<file path="src/rtl/core/fir100_pkg.sv">
// Package for the 100-tap FIR filter core: fixed widths and the coefficient table.
// Depends on nothing; used by the interfaces, the tap cell and the top level.
`default_nettype none

package fir100_pkg;

   // Width of the filter result, fixed by the result beat format.
   localparam int OUT_BITS = 36;

   // Unsigned coefficient width; the largest coefficient (567.3) at 16 fractional
   // bits needs 26 bits.
   localparam int COEF_BITS = 26;

   // Number of distinct coefficients before the pattern repeats.
   localparam int COEF_PERIOD = 5;

   typedef logic [COEF_BITS-1:0] coef_type;

   // Fixed-point coefficient for tap index tap, rounded to nearest with halves up.
   // Only evaluated at elaboration.
   function automatic coef_type coef_fixed(input int tap, input int frac_bits);
      longint num;
      longint val;
      begin
         case (tap % COEF_PERIOD)
            0: begin
               num = longint'(145) <<< frac_bits;
               val = (num + 50) / 100;
            end
            1: begin
               num = longint'(4243) <<< frac_bits;
               val = (num + 500) / 1000;
            end
            2: begin
               num = longint'(5673) <<< frac_bits;
               val = (num + 5) / 10;
            end
            3: begin
               num = longint'(2454) <<< frac_bits;
               val = (num + 500) / 1000;
            end
            default: begin
               num = longint'(2345) <<< frac_bits;
               val = (num + 50) / 100;
            end
         endcase
         return val[COEF_BITS-1:0];
      end
   endfunction

endpackage

`default_nettype wire

</file>
<file path="src/rtl/core/fir100_cell.sv">
// One tap of the transposed FIR chain: multiplies the current sample by its
// coefficient and adds the partial sum handed over by its upstream neighbor.
// Depends on fir100_pkg.
`default_nettype none

module fir100_cell import fir100_pkg::*; #(
   parameter int       SAMPLE_BITS = 16,
   parameter coef_type COEF        = '0
) (
   input  wire logic                   clock,
   input  wire logic                   reset,
   input  wire logic                   advance,
   input  wire logic [SAMPLE_BITS-1:0] sample,
   input  wire logic [OUT_BITS-1:0]    sum_in_chain,
   output logic      [OUT_BITS-1:0]    sum_out
);

   logic signed [OUT_BITS-1:0] product;
   logic        [OUT_BITS-1:0] sum_ff;
   logic        [OUT_BITS-1:0] sum_in;

   // The sum wraps modulo 2^OUT_BITS, so the product is formed at that width.
   assign product = OUT_BITS'($signed(sample)) * OUT_BITS'($signed({1'b0, COEF}));
   assign sum_in  = sum_in_chain + product;

   always_ff @(posedge clock) begin
      if (reset) begin
         sum_ff <= '0;
      end else if (advance) begin
         sum_ff <= sum_in;
      end
   end

   assign sum_out = sum_ff;

endmodule

`default_nettype wire

</file>
<file path="config.mk">
export PLATFORM = sky130hd
export DESIGN_NAME = fir100_cell
export DESIGN_NICKNAME = d
export VERILOG_FILES = /design/src/rtl/core/fir100_pkg.sv /design/src/rtl/core/fir100_cell.sv
export SDC_FILE = /design/constraint.sdc
export NUM_CORES = 1
export LEC_CHECK = 0
export BUFFER_PORTS_ARGS = -buffer_cell sky130_fd_sc_hd__buf_4
export CORE_ASPECT_RATIO = 0.8
export CORE_MARGIN = 5
export CORE_UTILIZATION = 35
export CTS_BUF_LIST = sky130_fd_sc_hd__clkbuf_4
export DETAILED_ROUTE_END_ITERATION = 8
export GPL_ROUTABILITY_DRIVEN = 0
export HOLD_SLACK_MARGIN = 0.1
export PLACE_DENSITY = 0.72
export SLEW_MARGIN = 0
export SYNTH_ARGS = -nofsm -noshare
export SYNTH_HDL_FRONTEND = slang
export SYNTH_SLANG_ARGS = --single-unit
</file>
<file path="constraint.sdc">
create_clock -name clock -period 0.9 [get_ports clock]
set_clock_uncertainty 0.15 [all_clocks]
set_input_delay 0.09 -clock clock [delete_from_list [all_inputs] [get_ports clock]]
set_output_delay 0.09 -clock clock [all_outputs]
set_load 0.05 [all_outputs]
</file>
## Yosys cells after proc, flatten, opt, wreduce, memory -nomap -nowiden

Index checks and enable logic that the tools add are counted.

- Flip-flop bits (word level): 36
- Latch bits: 0
- Bits in writable memories: 0
- Bits in read-only memories: 0
- Output and inout bits: 36
- Word-level logic and storage cells: 1
- Memories kept: 0

- $add $sub $neg: 0
- Multipliers: 0
- Div/mod/pow operators: 0
- $lt $le $gt $ge: 0
- Equal/unequal tests: 0
- Shifts and indexed selects: 0
- Mux-type cells: 0
- Bitwise logic cells: 0
- Reduce and logical (&&, ||, !) cells: 0

## Logic depth before layout (Yosys ltp)

- Word-level depth: 0
- Depth in mapped cells: 4
- Depth with buffers taken out: 2

## Worst setup path before layout

No wires, ideal clock.

- Path type: register to register
- Start point: register, netlist name sum_out[0]
- End point: register sum_ff[0], in the netlist sum_out[0]
- Setup time: 0.065 ns
- Data arrival time: 0.817 ns
- Path slack: -0.132 ns
- Cell stages (with the launch flop): 3
- Path buffers: 0
- Clock period less this slack: 1.032 ns
- Path through: dfxtp_1 -> mux2i_1 -> nor2_1

RTL lines:

| item | line | source |
|---|---|---|
| to (signal assigned) | fir100_cell.sv:30 | `sum_ff <= sum_in;` |
| to (decl) | fir100_cell.sv:19 | `logic [OUT_BITS-1:0] sum_ff;` |

## Worst setup path after layout

- Start point: register sum_ff[1], in the netlist sum_out[1]
- End point: output sum_out[1]

RTL lines:

| item | line | source |
|---|---|---|
| to (decl) | fir100_cell.sv:15 | `output logic [OUT_BITS-1:0] sum_out` |

No word-level cell between the ends.

==> results.yml <==
sta:
  setup_viol: 43
  worst_hold_slack_ns: -0.1171
  maxSlewHeadroom_pct: 75.29
  worstMarginPinSlew_ns: 0.3706
  fin_crit_sh_pct: 121.6
  period_minus_slack_ns: 1.094
  setup_slack_ns: -0.1945
  fmax_ghz: 0.9137
  slew_violations: 0
  rsz0062_at_grt: "true"
  hold_viol_final: 5
final_layout:
  layout_common_cells: "buf_4, buf_8, dfxtp_2, mux2i_1, nor2_1"
  fin_area_um2: 2679
  largest_reg_flops: 36
  drive_gt1_share_pct: 54.74
  num-nets-final: 286
  fill_cells: 203
  synthToLayoutAreaGrowth_pct: 105.1
  antennaDiodeCount: 0
  post-route-util_pct: 76.14
  final_common_cell: "buf_4"
die:
  core_um2: 3518
  die_w_um: 78.30
  die-height_um: 64.64
  rows: 19
  io_pins: 91
  initial_core_util_pct: 37.13
  die-area_um2: 5061
routing:
  final_antenna_net_count: 0
  first_pass_iters: 4
  post_drt_wl_per_cell_um: 15.40
  drcViolationCount: 0
  first_iter_violations: 16
  via_per_inst: 4.493
  via_count: 1231
  wirelength_mm: 4.220
worst_setup_path:
  critical_path_class: "flip-flop to primary output"
  crit_slowest_cell: "dfxtp_2"
  path_cells: "buf_8"
  critPathBufInv: 1
  start_kind: "flip-flop"
  slowest_delay_ns: 0.37
  cp_top_family: "flip-flops"
  critPathMaxFanout: 2
  cp-end-kind: "primary output"
  cp_data_arrival_time_ns: 0.85
  critPathRequiredTime_ns: 0.66
clocking:
  cts.clk_slew.worst_paths_ns: 0.10
  cts_hold_buf: 34
  htreeDepth: 2
  cts_tree: "built"
  cts_buffer_depth: 2
  clk_latency_ns: 0.33
  clkSinkCount: 36
  numCtsBuffers: 5
  root_buffer: "clkbuf_4"
synth:
  synth_top_area_share_pct: 55.17
  ys_types: 7
  yosysTopAreaCell: "dfxtp_1"
  ys_seq_area_share_pct: 55.17
  synth_nets: 171
  syn-mean-instance-area_um2: 11.26
  synth.cell_area_um2: 1306
  yosys-top-cells-area: "dfxtp_1, mux2i_1, nor2_1"
  ys_ff_latch: 36
  syn_inst: 116
  yosysWarnings: 0
global_routing:
  grt_overflow: 0
  grt_pass1_vias: 1410
  track_usage_pct: 17.54
  grt_antenna_before_repair: 0
  grt_max_degree: 37
  grt_pass1_wl_mm: 6.741
power_and_ir_drop:
  vdd_drop_max_v: 0.001212
  p_leak_nw: 1.348
  power_density_nw_per_um2: 1400
flow_run:
  maxCapViolations: 0
placed_design:
  dpl_worst_slack_ns: -0.1024
  placed_area_um2: 1917
  portBuffers: 74
status:
  run_status: "complete, but fails checks"
  violations: "hold timing, setup timing"
worst_hold_path:
  hold_path.class: "input pin to flip-flop"
[final timing paths]
check	startpoint	to	slack (ns)	cells after the start
max	sum_out[1]$_SDFFE_PP0P_	sum_out[1]	-0.19	1
min	sum_in_chain[22]	sum_out[22]$_SDFFE_PP0P_	-0.12	3
max reg2reg	sum_out[34]$_SDFFE_PP0P_	sum_out[34]$_SDFFE_PP0P_	-0.05	3
min reg2reg	sum_out[28]$_SDFFE_PP0P_	sum_out[28]$_SDFFE_PP0P_	0.37	2
[logic make-up (layout without fill, tap and decap cells)]
family        after synthesis  in the layout  share of synthesized area [%]
simple gates               36             36                          10.34
flops                      36             36                          55.17
buf+inv                     8            124                          6.896
mux                        36             36                          27.59
[report_power, final]
part           internal (mW)  switching, mW
Combinational          0.597          0.567
Sequential              1.71         0.0886
Clock                  0.287          0.503
[Yosys cell counts]
library cell,count
buf_12,3
buf_2,3
buf_6,1
clkbuf_1,1
dfxtp_1,36
mux2i_1,36
nor2_1,36
[per-layer routing]
metal / track usage (%) / vias to the layer above / share of wire, % / wire (um)
met1: 16.75 / 574 / 36 / 1521
met2: 36.22 / 39 / 58 / 2448
met3: 4.848 / 5 / 5.3 / 224
li1: - / 613 / - / -
met4: 5.240 / 0 / 0.59 / 25
met5: 0 / - / 0 / 0
[area by class of cell]
cell class              count  area (um^2)  share of cell area [%]
repair buffers            116         1299                   48.48
flip-flops and latches     36        765.7                   28.58
multi-input cells          72        510.5                   19.06
well taps                  42        52.55                   1.962
clock buffers               5        37.54                   1.401
clock inverters             3        13.76                  0.5138
[through the flow]
step	TNS (ns)	total power, mW	hold slack, ns	cells
3_5_place_dp	-1.119	2.652	0.1809	227
4_1_cts	-7.090	3.746	-0.1245	273
6_report	-6.359	3.751	-0.1171	274
2_1_floorplan	0	2.342	0.08708	116
3_3_place_gp	-0.2629	2.623	0.1729	227
5_1_grt	-8.472	3.930	-0.1135	274
[timing repair]
item	CTS	global route
gates resized for setup	71	22
endpoints found under the hold margin	36	36
buffers inserted	4	4
pin swaps	0	10
gates cloned	0	0
setup endpoints to repair	36	53
Note: power is estimated with default switching activity, not from simulation.
